===== config.mk =====
export PLATFORM = sky130hd
export DESIGN_NAME = latency_spike_jitter_detector_flat
export DESIGN_NICKNAME = d
export VERILOG_FILES = /design/src/design/lsjd_pkg.sv /design/src/design/lsjd_interfaces.sv /design/src/design/lsjd_detect.sv /design/src/design/latency_spike_jitter_detector.sv /design/src/flat_wrapper.sv
export VERILOG_INCLUDE_DIRS = /design/src /design/src/design
export SDC_FILE = /design/constraint.sdc
export NUM_CORES = 2
export LEC_CHECK = 0
export BUFFER_PORTS_ARGS = -buffer_cell sky130_fd_sc_hd__buf_2
export CELL_PAD_IN_SITES_DETAIL_PLACEMENT = 1
export CELL_PAD_IN_SITES_GLOBAL_PLACEMENT = 1
export CORE_UTILIZATION = 40
export CTS_CLUSTER_DIAMETER = 30
export DETAILED_ROUTE_END_ITERATION = 12
export PLACE_DENSITY = 0.77
export SLEW_MARGIN = 25
export SYNTH_ARGS = -nofsm -noshare
export SYNTH_HDL_FRONTEND = slang
export SYNTH_SLANG_ARGS = --single-unit

===== constraint.sdc =====
create_clock -name clk -period 19.5 [get_ports clk]
set_clock_uncertainty 0.2 [all_clocks]
set_input_delay 3.9 -clock clk [delete_from_list [all_inputs] [get_ports clk]]
set_output_delay 3.9 -clock clk [all_outputs]
set_load 0.02 [all_outputs]

===== src/design/latency_spike_jitter_detector_defines.svh =====
// Assertion macros shared by the latency spike and jitter detector RTL.
// No dependencies; included by the modules that carry assertions.
`ifndef LATENCY_SPIKE_JITTER_DETECTOR_DEFINES_SVH
`define LATENCY_SPIKE_JITTER_DETECTOR_DEFINES_SVH

// Same-cycle implication, disabled during reset.
`define LSJD_ASSERT_IMPL(label, clk, rst_n, cond, prop) \
    label: assert property (@(posedge clk) disable iff (!rst_n) (cond) |-> (prop)) \
        else $error("lsjd: same-cycle check failed");

// Next-cycle implication, disabled during reset.
`define LSJD_ASSERT_NEXT(label, clk, rst_n, cond, prop) \
    label: assert property (@(posedge clk) disable iff (!rst_n) (cond) |=> (prop)) \
        else $error("lsjd: next-cycle check failed");

// Condition that must hold at every edge out of reset.
`define LSJD_ASSERT_ALWAYS(label, clk, rst_n, prop) \
    label: assert property (@(posedge clk) disable iff (!rst_n) (prop)) \
        else $error("lsjd: invariant check failed");

`endif


===== src/design/lsjd_pkg.sv =====
// Package for the latency spike and jitter detector: payload types, register
// indices, reset values and arithmetic constants. No dependencies.
package lsjd_pkg;

    localparam int PING_BITS_DEF = 16;
    localparam int IN_BITS       = 16;
    localparam int OUT_BITS      = 16;
    localparam int MS_BITS       = 10;
    localparam int PCT_BITS      = 10;
    localparam int CNT_BITS      = 6;
    localparam int EV_BITS       = 5;
    localparam int CFG_IDX_BITS  = 4;
    localparam int CFG_DATA_BITS = 10;

    localparam logic [MS_BITS-1:0]  SPIKE_MS_RST      = 10'd50;
    localparam logic [PCT_BITS-1:0] SPIKE_PERCENT_RST = 10'd50;
    localparam logic [MS_BITS-1:0]  JITTER_MS_RST     = 10'd20;
    localparam logic                ADAPTIVE_RST      = 1'b1;

    localparam logic [MS_BITS-1:0]  MAX_MS       = 10'd999;
    localparam logic [PCT_BITS-1:0] MAX_PCT      = 10'd1000;
    localparam logic [MS_BITS-1:0]  SPIKE_MIN_MS = 10'd20;
    localparam logic [MS_BITS-1:0]  JIT_FLOOR    = 10'd10;
    localparam logic [CNT_BITS-1:0] WARMUP       = 6'd32;
    localparam longint PCT_SCALE = 100;

    // Bit positions within event_flags.
    localparam int EV_SPIKE  = 0;
    localparam int EV_JITTER = 1;
    localparam int EV_LOSS   = 2;
    localparam int EV_CHOKE  = 3;
    localparam int EV_CDROP  = 4;

    typedef enum logic [CFG_IDX_BITS-1:0] {
        CFG_SPIKE_MS      = 4'd0,
        CFG_SPIKE_PERCENT = 4'd1,
        CFG_JITTER_MS     = 4'd2,
        CFG_ADAPTIVE_MODE = 4'd3
    } cfg_idx_e;

    typedef struct packed {
        logic [IN_BITS-1:0] ping_ms;
        logic               server_drop;
        logic               client_drop;
        logic               suppressed;
    } sample_t;

    typedef struct packed {
        logic [EV_BITS-1:0]  event_flags;
        logic [OUT_BITS-1:0] average_ping;
        logic [OUT_BITS-1:0] shown_ping;
        logic [OUT_BITS-1:0] jitter_level;
    } result_t;

endpackage


===== src/design/lsjd_interfaces.sv =====
// Valid/ready channel interfaces for samples, results and register writes.
// Depends on lsjd_pkg for the payload types and field widths.
interface lsjd_sample_if;
    import lsjd_pkg::*;
    logic    valid;
    logic    ready;
    sample_t payload;
    modport source (output valid, output payload, input ready);
    modport sink   (input valid, input payload, output ready);
endinterface

interface lsjd_result_if;
    import lsjd_pkg::*;
    logic    valid;
    logic    ready;
    result_t payload;
    modport source (output valid, output payload, input ready);
    modport sink   (input valid, input payload, output ready);
endinterface

interface lsjd_cfg_if;
    import lsjd_pkg::*;
    logic                     valid;
    logic                     ready;
    logic [CFG_IDX_BITS-1:0]  index;
    logic [CFG_DATA_BITS-1:0] data;
    modport source (output valid, output index, output data, input ready);
    modport sink   (input valid, input index, input data, output ready);
endinterface


===== src/design/lsjd_detect.sv =====
// Threshold derivation and spike/jitter tests for one sample.
// Depends on lsjd_pkg; the average-times-percent product arrives registered.
module lsjd_detect #(
    parameter int PING_BITS = lsjd_pkg::PING_BITS_DEF
) (
    input  logic [PING_BITS+lsjd_pkg::PCT_BITS-1:0] prod,
    input  logic [PING_BITS-1:0]                    avg,
    input  logic [PING_BITS-1:0]                    baseline,
    input  logic [PING_BITS-1:0]                    jit_est,
    input  logic [PING_BITS-1:0]                    ping,
    input  logic [lsjd_pkg::MS_BITS-1:0]            s_ms,
    input  logic [lsjd_pkg::MS_BITS-1:0]            j_ms,
    input  logic                                    adaptive,
    input  logic                                    warm,
    output logic                                    spike_hit,
    output logic                                    jitter_hit
);
    import lsjd_pkg::*;

    localparam int PROD_W  = PING_BITS + PCT_BITS;
    localparam int SHIFT   = PROD_W + 7;
    localparam int RECIP_W = SHIFT - 5;
    localparam int MUL_W   = PROD_W + RECIP_W;
    localparam int THR_W   = PING_BITS + 4;
    // Rounded-up reciprocal of the percent scale; exact floor for every product.
    localparam logic [RECIP_W-1:0] RECIP =
        RECIP_W'(((64'd1 << SHIFT) + PCT_SCALE - 1) / PCT_SCALE);

    logic [MUL_W-1:0]   scaled;
    logic [THR_W-1:0]   pct_term;
    logic [MS_BITS-1:0] s_floor;
    logic [MS_BITS-1:0] j_floor;
    logic [THR_W-1:0]   jit_sum;
    logic [THR_W-1:0]   spike_thr;
    logic [THR_W-1:0]   jit_thr;
    logic [THR_W:0]     spike_lim;

    always_comb
    begin
        scaled   = MUL_W'(prod) * MUL_W'(RECIP);
        pct_term = scaled[SHIFT +: THR_W];
        s_floor  = (s_ms > SPIKE_MIN_MS) ? s_ms : SPIKE_MIN_MS;
        j_floor  = (j_ms > JIT_FLOOR) ? j_ms : JIT_FLOOR;

        if (adaptive)
        begin
            spike_thr = (THR_W'(s_floor) > pct_term) ? THR_W'(s_floor) : pct_term;
            jit_sum   = THR_W'(baseline) + (spike_thr >> 2);
            jit_thr   = (THR_W'(j_floor) > jit_sum) ? THR_W'(j_floor) : jit_sum;
        end
        else
        begin
            spike_thr = THR_W'(s_ms);
            jit_sum   = THR_W'(baseline);
            jit_thr   = THR_W'(j_ms);
        end

        spike_lim  = (THR_W+1)'(avg) + (THR_W+1)'(spike_thr);
        spike_hit  = warm && (spike_thr != '0) && ((THR_W+1)'(ping) > spike_lim);
        jitter_hit = warm && (jit_thr != '0) && (THR_W'(jit_est) >= jit_thr);
    end

endmodule


===== src/design/latency_spike_jitter_detector.sv =====
// A sample accepted into the input register moves to the result register when that
// register is empty or its result is taken. Throughput: one sample per cycle while
// results are taken; the input register refills while a result waits.
// The average-times-percent product is kept registered beside the average state.
// Reset (asynchronous, active low) clears all statistics and the warm-up count and
// loads the register defaults: spike 50 ms, 50 percent, jitter 20 ms, adaptive on.
`include "latency_spike_jitter_detector_defines.svh"

module latency_spike_jitter_detector #(
    parameter int PING_BITS = lsjd_pkg::PING_BITS_DEF
) (
    input  logic          clk,
    input  logic          rst_n,
    lsjd_sample_if.sink   samples,
    lsjd_result_if.source results,
    lsjd_cfg_if.sink      cfg
);
    import lsjd_pkg::*;

    localparam int PROD_W = PING_BITS + PCT_BITS;
    localparam int SUM3_W = PING_BITS + 3;
    localparam int SUM4_W = PING_BITS + 4;

    logic [MS_BITS-1:0]  spike_ms_reg;
    logic [PCT_BITS-1:0] spike_percent_reg;
    logic [MS_BITS-1:0]  jitter_ms_reg;
    logic                adaptive_reg;

    logic    s1_valid_reg;
    sample_t s1_reg;
    logic    out_valid_reg;
    result_t out_reg;

    logic [PING_BITS-1:0] avg_latency_reg, avg_latency_next;
    logic [PING_BITS-1:0] display_latency_reg, display_latency_next;
    logic [PING_BITS-1:0] previous_latency_reg, previous_latency_next;
    logic [PING_BITS-1:0] jitter_estimate_reg, jitter_estimate_next;
    logic [PING_BITS-1:0] jitter_baseline_reg, jitter_baseline_next;
    logic [CNT_BITS-1:0]  accepted_count_reg, accepted_count_next;
    logic [PROD_W-1:0]    prod_reg, prod_next;

    logic                 advance;
    logic                 counted;
    logic                 warm;
    logic [PING_BITS-1:0] ping;
    logic [MS_BITS-1:0]   s_ms;
    logic [PCT_BITS-1:0]  s_pct;
    logic [MS_BITS-1:0]   j_ms;
    logic [SUM3_W-1:0]    disp_sum;
    logic [SUM3_W-1:0]    avg_sum;
    logic [SUM3_W-1:0]    jit_sum;
    logic [SUM4_W-1:0]    base_sum;
    logic [PING_BITS-1:0] delta;
    logic                 spike_hit;
    logic                 jitter_hit;
    logic [EV_BITS-1:0]   events;

    assign advance       = s1_valid_reg && (!out_valid_reg || results.ready);
    assign samples.ready = !s1_valid_reg || advance;
    assign cfg.ready     = 1'b1;
    assign results.valid   = out_valid_reg;
    assign results.payload = out_reg;

    assign ping    = PING_BITS'(s1_reg.ping_ms);
    assign counted = !s1_reg.server_drop && !s1_reg.client_drop;
    assign warm    = accepted_count_reg >= WARMUP;
    assign s_ms    = (spike_ms_reg > MAX_MS) ? MAX_MS : spike_ms_reg;
    assign s_pct   = (spike_percent_reg > MAX_PCT) ? MAX_PCT : spike_percent_reg;
    assign j_ms    = (jitter_ms_reg > MAX_MS) ? MAX_MS : jitter_ms_reg;

    lsjd_detect #(
        .PING_BITS (PING_BITS)
    ) u_detect (
        .prod       (prod_reg),
        .avg        (avg_latency_reg),
        .baseline   (jitter_baseline_reg),
        .jit_est    (jitter_estimate_reg),
        .ping       (ping),
        .s_ms       (s_ms),
        .j_ms       (j_ms),
        .adaptive   (adaptive_reg),
        .warm       (warm),
        .spike_hit  (spike_hit),
        .jitter_hit (jitter_hit)
    );

    always_comb
    begin
        disp_sum = SUM3_W'({display_latency_reg, 1'b0}) + SUM3_W'(display_latency_reg)
                 + SUM3_W'(ping) + SUM3_W'(2);
        avg_sum  = SUM3_W'({avg_latency_reg, 3'b000}) - SUM3_W'(avg_latency_reg)
                 + SUM3_W'(ping);
        delta    = (ping >= previous_latency_reg) ? ping - previous_latency_reg
                                                  : previous_latency_reg - ping;
        jit_sum  = SUM3_W'({jitter_estimate_reg, 3'b000}) - SUM3_W'(jitter_estimate_reg)
                 + SUM3_W'(delta);

        display_latency_next  = display_latency_reg;
        avg_latency_next      = avg_latency_reg;
        previous_latency_next = previous_latency_reg;
        jitter_estimate_next  = jitter_estimate_reg;
        jitter_baseline_next  = jitter_baseline_reg;
        accepted_count_next   = accepted_count_reg;

        if (advance)
        begin
            display_latency_next = (accepted_count_reg == '0) ? ping
                                                              : disp_sum[2 +: PING_BITS];
            if (counted)
            begin
                avg_latency_next = (accepted_count_reg == '0) ? ping
                                                              : avg_sum[3 +: PING_BITS];
                if (accepted_count_reg != '0)
                begin
                    jitter_estimate_next = jit_sum[3 +: PING_BITS];
                end
                previous_latency_next = ping;
                if (accepted_count_reg < WARMUP)
                begin
                    accepted_count_next = accepted_count_reg + CNT_BITS'(1);
                end
            end
        end

        base_sum = SUM4_W'({jitter_baseline_reg, 4'b0000}) - SUM4_W'(jitter_baseline_reg)
                 + SUM4_W'(jitter_estimate_next);
        if (advance && counted && (accepted_count_reg != '0))
        begin
            if (accepted_count_reg == CNT_BITS'(1))
            begin
                jitter_baseline_next = jitter_estimate_next;
            end
            else if ((PING_BITS+1)'(jitter_estimate_next)
                     < (PING_BITS+1)'(jitter_baseline_reg) + (PING_BITS+1)'(2))
            begin
                jitter_baseline_next = base_sum[4 +: PING_BITS];
            end
        end

        // The product follows the average every cycle, so it is fresh for the next sample.
        prod_next = PROD_W'(avg_latency_next) * PROD_W'(s_pct);

        events            = '0;
        events[EV_SPIKE]  = counted && spike_hit;
        events[EV_JITTER] = counted && jitter_hit;
        events[EV_LOSS]   = s1_reg.server_drop;
        events[EV_CHOKE]  = s1_reg.suppressed;
        events[EV_CDROP]  = s1_reg.client_drop;
    end

    always_ff @(posedge clk or negedge rst_n)
    begin
        if (!rst_n)
        begin
            spike_ms_reg      <= SPIKE_MS_RST;
            spike_percent_reg <= SPIKE_PERCENT_RST;
            jitter_ms_reg     <= JITTER_MS_RST;
            adaptive_reg      <= ADAPTIVE_RST;
        end
        else if (cfg.valid && cfg.ready)
        begin
            case (cfg.index)
                CFG_SPIKE_MS:      spike_ms_reg      <= MS_BITS'(cfg.data);
                CFG_SPIKE_PERCENT: spike_percent_reg <= PCT_BITS'(cfg.data);
                CFG_JITTER_MS:     jitter_ms_reg     <= MS_BITS'(cfg.data);
                CFG_ADAPTIVE_MODE: adaptive_reg      <= cfg.data[0];
                default: ;
            endcase
        end
    end

    always_ff @(posedge clk or negedge rst_n)
    begin
        if (!rst_n)
        begin
            avg_latency_reg      <= '0;
            display_latency_reg  <= '0;
            previous_latency_reg <= '0;
            jitter_estimate_reg  <= '0;
            jitter_baseline_reg  <= '0;
            accepted_count_reg   <= '0;
            prod_reg             <= '0;
        end
        else
        begin
            avg_latency_reg      <= avg_latency_next;
            display_latency_reg  <= display_latency_next;
            previous_latency_reg <= previous_latency_next;
            jitter_estimate_reg  <= jitter_estimate_next;
            jitter_baseline_reg  <= jitter_baseline_next;
            accepted_count_reg   <= accepted_count_next;
            prod_reg             <= prod_next;
        end
    end

    always_ff @(posedge clk or negedge rst_n)
    begin
        if (!rst_n)
        begin
            s1_valid_reg  <= 1'b0;
            out_valid_reg <= 1'b0;
        end
        else
        begin
            if (samples.valid && samples.ready)
            begin
                s1_valid_reg <= 1'b1;
            end
            else if (advance)
            begin
                s1_valid_reg <= 1'b0;
            end

            if (advance)
            begin
                out_valid_reg <= 1'b1;
            end
            else if (results.ready)
            begin
                out_valid_reg <= 1'b0;
            end
        end
    end

    always_ff @(posedge clk)
    begin
        if (samples.valid && samples.ready)
        begin
            s1_reg <= samples.payload;
        end
        if (advance)
        begin
            out_reg.event_flags  <= events;
            out_reg.average_ping <= OUT_BITS'(avg_latency_next);
            out_reg.shown_ping   <= OUT_BITS'(display_latency_next);
            out_reg.jitter_level <= OUT_BITS'(jitter_estimate_next);
        end
    end

    // A dropped sample must leave the average untouched.
    `LSJD_ASSERT_NEXT(a_drop_keeps_avg, clk, rst_n, advance && !counted, $stable(avg_latency_reg))
    // The first counted sample loads average and display with the same value.
    `LSJD_ASSERT_NEXT(a_first_load, clk, rst_n,
        advance && counted && (accepted_count_reg == '0),
        avg_latency_reg == display_latency_reg)
    // The warm-up count steps by one per counted sample until it saturates.
    `LSJD_ASSERT_NEXT(a_count_step, clk, rst_n,
        advance && counted && (accepted_count_reg < WARMUP),
        accepted_count_reg == $past(accepted_count_reg) + CNT_BITS'(1))
    `LSJD_ASSERT_ALWAYS(a_count_sat, clk, rst_n, accepted_count_reg <= WARMUP)

endmodule

===== src/flat_wrapper.sv =====
// flat-port wrapper written by rule: the top's interface ports become plain ports
module latency_spike_jitter_detector_flat import lsjd_pkg::*;
#(
    parameter int PING_BITS = lsjd_pkg::PING_BITS_DEF
)
  (clk, rst_n, samples_valid, samples_payload, samples_ready, results_valid, results_payload, results_ready, cfg_valid, cfg_index, cfg_data, cfg_ready);
  lsjd_sample_if samples_i ();
  lsjd_result_if results_i ();
  lsjd_cfg_if cfg_i ();
  input  logic clk;
  input  logic rst_n;
  input wire logic [$bits(samples_i.valid)-1:0] samples_valid;
  input wire logic [$bits(samples_i.payload)-1:0] samples_payload;
  output wire logic [$bits(samples_i.ready)-1:0] samples_ready;
  output wire logic [$bits(results_i.valid)-1:0] results_valid;
  output wire logic [$bits(results_i.payload)-1:0] results_payload;
  input wire logic [$bits(results_i.ready)-1:0] results_ready;
  input wire logic [$bits(cfg_i.valid)-1:0] cfg_valid;
  input wire logic [$bits(cfg_i.index)-1:0] cfg_index;
  input wire logic [$bits(cfg_i.data)-1:0] cfg_data;
  output wire logic [$bits(cfg_i.ready)-1:0] cfg_ready;
  assign samples_i.valid = samples_valid;
  assign samples_i.payload = samples_payload;
  assign samples_ready = samples_i.ready;
  assign results_valid = results_i.valid;
  assign results_payload = results_i.payload;
  assign results_i.ready = results_ready;
  assign cfg_i.valid = cfg_valid;
  assign cfg_i.index = cfg_index;
  assign cfg_i.data = cfg_data;
  assign cfg_ready = cfg_i.ready;
  latency_spike_jitter_detector #(.PING_BITS(PING_BITS)) u_core (.clk(clk), .rst_n(rst_n), .samples(samples_i), .results(results_i), .cfg(cfg_i));
endmodule

# --- Yosys cells after proc, flatten, opt, wreduce, memory -nomap -nowiden ---
# Index checks and enable logic that the tools add are counted.
# W data, S select, Z words.
totals:
  regBits: 217
  latch_bits: 0
  ram_bits: 0
  romBits: 0
  in_bits: 38
  output_inout_bits: 56
  wordCells: 111
  n_memories: 0
classes:
  addsub: 15
  n_mul: 2
  n_div: 0
  n_lt_le_gt_ge: 13
  n_eq_ne: 4
  shifts: 0
  muxes: 24
  n_bitwise: 0
  reduce_logical: 32
ops:
  columns: ["op", "count"]
  rows:
  - ["$mux W16", 11]
  - ["$mul A26 B26 Y52 const B", 1]
  - ["$mux W10", 5]
  - ["$mux W20", 2]
  - ["$reduce_bool A20 Y1", 2]
  - ["$add A19 B16 Y19", 2]
  - ["$mux W19", 2]
  - ["$sub A19 B16 Y19", 2]
  - ["$sub A16 B16 Y16", 2]
  - ["$gt A10 B10 Y1 const B", 3]
  - ["$mul A16 B10 Y26", 1]
  - ["$add A16 B20 Y21", 1]
  - ["$gt A16 B21 Y1", 1]
  - ["$add A20 B16 Y20", 1]
  - ["$ge A16 B20 Y1", 1]
  - ["$gt A10 B20 Y1", 1]
  - ["$sub A20 B16 Y20", 1]
  - ["$add A16 B18 Y19", 1]
  - ["$gt A10 B19 Y1", 1]
  - ["$add A17 B16 Y18", 1]
  - ["$add A18 B16 Y18", 1]
  - ["$add A18 B2 Y18 const B", 1]
  - ["$add A16 B2 Y17 const B", 1]
  - ["$lt A16 B17 Y1", 1]
  - ["other kinds (19)", 44]

# --- Depth between registers and ports, before layout ---
depth:
  word_depth: 14
  mapped_depth: 71
  ltp_nobuf: 68

# --- Cells and area by module ---
# A second synthesis with hierarchy kept.
unflattened:
  cells_unflattened: 3635
  hier_area_um2: 34314.2
modules_own_cells:
  columns: ["module", "n_inst", "cells_each", "area_each_um2", "seq_area_each_um2"]
  rows:
  - ["latency_spike_jitter_detector", 1, 1900, 19018.2, 5801.8]
  - ["lsjd_detect", 1, 1735, 15295.9, 0.0]

# --- Least setup slack after synthesis ---
# OpenSTA, ideal clock, no wires.
synth_timing:
  kind: "register -> register"
  start: "reg u_core.prod_reg[10]"
  end: "reg u_core.out_reg, in the netlist u_core.results.payload[49], data pin"
  setup_time_ns: 0.268
  arrival_ns: 12.823
  required_time_ns: 19.032
  setup_slack_ns: 6.208
  path_stages_with_launch: 67
  path_buffers: 2
  synth_period_minus_slack_ns: 13.292
  path_cell_list: "dfrtp_1 ha_1 inv_1 fa_1 inv_1 fa_1 fa_1 fa_1 fa_1 inv_1 fa_1 inv_1 ha_1 a2111oi_0 o21ai_1 a31oi_1 a311oi_1 nor3_1 [31 not listed] o31a_1 o2111ai_4 o21a_1 o21ai_1 ha_1 nand2b_1 a21o_1 a21o_1 a21o_1 a21o_1 a21o_1 a21o_1 a21o_1 a21o_1 a21oi_1 o21ai_0 a221oi_1 a211oi_1"
synth_via:
  elab_chain_cells: 11
  word_cells_on_any_way: 12
  cone_classes: "add/sub (1); mul (1); order compare (3); mux (3); reduce/logical (4)"
synth_lines:
  columns: ["item", "line", "source"]
  rows:
  - ["start: declaration", "latency_spike_jitter_detector.sv:40", "logic [PROD_W-1:0] prod_reg, prod_next;"]
  - ["start signal: assignment", "latency_spike_jitter_detector.sv:192", "prod_reg <= prod_next;"]
  - ["$mul A26 B26 Y52 (*)", "lsjd_detect.sv:40", "scaled = MUL_W'(prod) * MUL_W'(RECIP);"]
  - ["$gt A10 B20 Y1", "lsjd_detect.sv:47", "spike_thr = (THR_W'(s_floor) > pct_term) ? THR_W'(s_floor) : pct_term;"]
  - ["$mux W20 (*)", "lsjd_detect.sv:47", null]
  - ["$add A16 B18 Y19 (*)", "lsjd_detect.sv:48", "jit_sum = THR_W'(baseline) + (spike_thr >> 2);"]
  - ["$gt A10 B19 Y1", "lsjd_detect.sv:49", "jit_thr = (THR_W'(j_floor) > jit_sum) ? THR_W'(j_floor) : jit_sum;"]
  - ["$mux W19 (*)", "lsjd_detect.sv:49", null]
  - ["$mux W19 (*)", "lsjd_detect.sv:45", "if (adaptive)"]
  - ["parallel branches: the longest is 2 deep, another holds $ge A16 B20 Y1", null, null]
  - ["$logic_and A1 B1 Y1 (*)", "lsjd_detect.sv:60", "jitter_hit = warm && (jit_thr != '0) && (THR_W'(jit_est) >= jit_thr);"]
  - ["$logic_and A1 B1 Y1 (*)", "latency_spike_jitter_detector.sv:145", "events[EV_JITTER] = counted && jitter_hit;"]
  - ["via u_core.events[1]", "latency_spike_jitter_detector.sv:56", "logic [EV_BITS-1:0] events;"]
  - ["end: declaration", "latency_spike_jitter_detector.sv:32", "result_t out_reg;"]
# Mark *: on every way through the listed nets, which the timed path passes.
# A chain may end at the register's enable or synchronous reset.

# --- Worst setup path in the final report ---
layout_timing:
  start: "reg u_core.prod_reg[16]"
  end: "reg u_core.out_reg, in the netlist u_core.results.payload[49], data pin"
# Same word-level chain as after synthesis.

==> run_results.csv <==
group,metric,value,unit
floorplan,die_height,292,um
routing,vias,25900,
timing,worstMarginPinSlew,1.03,ns
global_route,grt_usage,24.9,%
yosys,yosys.cell_types.count,93,
global_route,grt_pass1_vias,29000,
timing,setup_viol,0,
finish,fin_nets,4639,
finish,area_delta_synth_final,10.2,%
critical_path,cp.arrival,15.69,ns
run,maxCapViolations,0,
finish,regArea,5800,um^2
clock_tree,htreeDepth,2,
placement,place_ws,4.05,ns
timing,max-slew-margin-rel,30.5,%
placement,io_buffers,92,
placement,dp_cells,4648,
yosys,synth_edf_count,72,
timing,rsz0062_at_grt,"false",
floorplan,start_util,40.6,%
finish,fillers,9414,
critical_path,crit_fanout,19,
floorplan,fp.dieArea,85100,um^2
routing,postRouteAntennaNets,0,
yosys,syn_inst,3535,
floorplan,io_pins,94,
placement,hpwl,85800,um
yosys,synth_seq_cells,217,
timing,post-route-worst-setup-slack,3.93,ns
yosys,synth_area,33600,um^2
floorplan,coreArea,82600,um^2
critical_path,slowest_stage,"a311oi_1",
timing,post-route-period-util,79.8,%
global_route,grt_pass1_wl,164000,um
critical_path,timing_worst_setup_path_type,"flip-flop to flip-flop",
clock_tree,cts_setup_buffers,0,
floorplan,fp-row-count,105,
critical_path,cp-start-kind,"flip-flop",
routing,drc_errors,0,
clock_tree,clk_latency,0.59,ns
timing,slew_viol_final,0,
clock_tree,hold_buffers,0,
clock_tree,post_cts_resized,0,
routing,drt_wl_total,104000,um
finish,drive_above_1_share,8.15,%
routing,viasPerCell,5.46,
yosys,synth_warnings,0,
global_route,grt.overflow.total,0,
run_status,status,"completed",
yosys,ys_seq_area_share,17.3,%
timing,tns,0,ns
timing,max_freq,64.2,MHz
min_path,holdCritPathClass,"flip-flop to flip-flop",
critical_path,path_buf_inv,7,
global_route,antenna_found_initial,4,
critical_path,crit_path_max_incr_delay,0.78,ns
clock_tree,cts_tree,"done",
floorplan,die_w,292,um
timing,min_period,15.57,ns
clock_tree,clockRootBuffer,"clkbuf_16",
placement,gp_congestion,0.962,
yosys,avgSynthCellArea,9.50,um^2
global_route,grt_max_degree,90,
critical_path,cp_top_family,"compound AO/OA/AOI/OAI gates",
yosys,synth.net_count,4545,
critical_path,crit_required,19.62,ns
yosys,ys_async_sr_fraction,66.8,%
routing,dr.pass1.iters,5,
finish,stdcell_count,4742,
critical_path,cpMostUsedCell,"a21o_1",
finish,multi_input_area,24800,um^2
finish,largest_reg_flops,53,
routing,drtIter0Drc,1418,
routing,wire_per_inst,22.0,um
timing,hold_violations,0,
clock_tree,numClockSinks,217,
clock_tree,clk_pin_slew,0.05,ns
yosys,yosys_most_used_dff,"dfrtp_1",
clock_tree,cts_made_buffers,49,
clock_tree,cts.path.max_buffers,3,
critical_path,worstSetupEndpointType,"flip-flop",
## layout by cell type, fill, tap and decap left out, types with 57 or more instances in the layout
cell and count:
inv_1 714, edfxtp_1 72, nor2_1 112, nand2_1 241, xnor2_1 105, ha_1 570
a21oi_1 187, dfrtp_1 136, o21ai_0 139, buf_2 91, a21o_1 82, fa_1 402
nand3_1 57
## worst register-to-register path: cells and delay by family (launching register included)
kind | cells | cell delay (ns)
AO/OA/AOI/OAI | 28 | 5.55
XOR/XNOR | 2 | 0.43
adder cells (fa/ha/maj) | 13 | 5.54
buffers and inverters | 7 | 0.56
flip-flops | 1 | 0.60
AND/OR/NAND/NOR | 14 | 2.44
## layer usage
metal | track usage, % | wire length, um
met3 | 3.62 | 5590
met5 | 0 | 21
met1 | 32.9 | 45900
met4 | 7.91 | 3230
met2 | 41.9 | 49500
## final timing paths
kind,from,end,slack (ns),cells after the start
min,u_core.events[3],u_core.results.payload[51],0.22,0
max,u_core.prod_reg[16],u_core.results.payload[49],3.93,64
min in group asynchronous,rst_n,u_core.accepted_count_reg[3],3.21,1
max reg2reg,u_core.prod_reg[16],u_core.results.payload[49],3.93,64
max in group asynchronous,rst_n,u_core.prod_reg[8],14.51,2
min reg2reg,u_core.events[3],u_core.results.payload[51],0.22,0
## cell type report
| class | instances | area share [%] |
|---|---|---|
| clock buffer | 57 | 3.54 |
| timing repair buffer | 125 | 1.93 |
| multi-input combinational | 2520 | 67.0 |
| sequential | 217 | 15.7 |
| antenna | 2 | 0.0135 |
| clock inverter | 35 | 0.940 |
| tap | 1070 | 3.62 |
| inverter | 716 | 7.26 |
## cells by family (layout without fill, tap and decap cells)
family,after synthesis,count (layout),share of synthesized area (%)
compound gates,650,650,12.6
xor+xnor,151,151,3.98
mux,60,60,1.94
buf+inv,798,933,8.95
simple gates,686,686,10.0
flops,217,217,17.3
other cells,1,3,0.0112
fa+ha+maj,972,972,45.2
## Yosys cell counts (8+ instances only)
| library cell | count | area [um^2] |
|---|---|---|
| a211oi_1 | 22 | 165 |
| and3_1 | 25 | 156 |
| and2_1 | 48 | 300 |
| mux2_2 | 38 | 428 |
| xnor2_1 | 105 | 920 |
| nor2b_1 | 47 | 294 |
| mux2i_1 | 21 | 210 |
| xor2_1 | 44 | 385 |
| nor3_1 | 37 | 185 |
| nand2b_1 | 24 | 150 |
| clkbuf_1 | 74 | 278 |
| o21ai_0 | 140 | 701 |
| ha_1 | 570 | 7130 |
| dfstp_2 | 9 | 236 |
| o31ai_1 | 9 | 67.6 |
| o211ai_1 | 8 | 60.1 |
| or3_1 | 18 | 113 |
| a31oi_1 | 23 | 144 |
| nor2_1 | 114 | 428 |
| edfxtp_1 | 72 | 2160 |
| inv_1 | 714 | 2680 |
| dfrtp_1 | 136 | 3400 |
| nand4_1 | 29 | 181 |
| nand2_1 | 241 | 905 |
| a21o_1 | 82 | 616 |
| nand3_1 | 57 | 285 |
| a21oi_1 | 187 | 936 |
| nor4_1 | 9 | 56.3 |
| o21bai_1 | 41 | 308 |
| a21boi_0 | 12 | 90.1 |
| o21a_1 | 30 | 225 |
| fa_1 | 402 | 8050 |
## per-stage QoR
step	util, %	cell area (um^2)	hold WS (ns)
floorplan	-	33600	0.200
global placement	42.8	35300	0.216
detailed placement	42.8	35300	0.212
CTS	44.8	37000	0.224
global route	44.8	37000	0.233
finish	44.8	37000	0.223
Power is not shown: default switching activity piles up to over one toggle a cycle in this logic, so the estimate is an artifact.
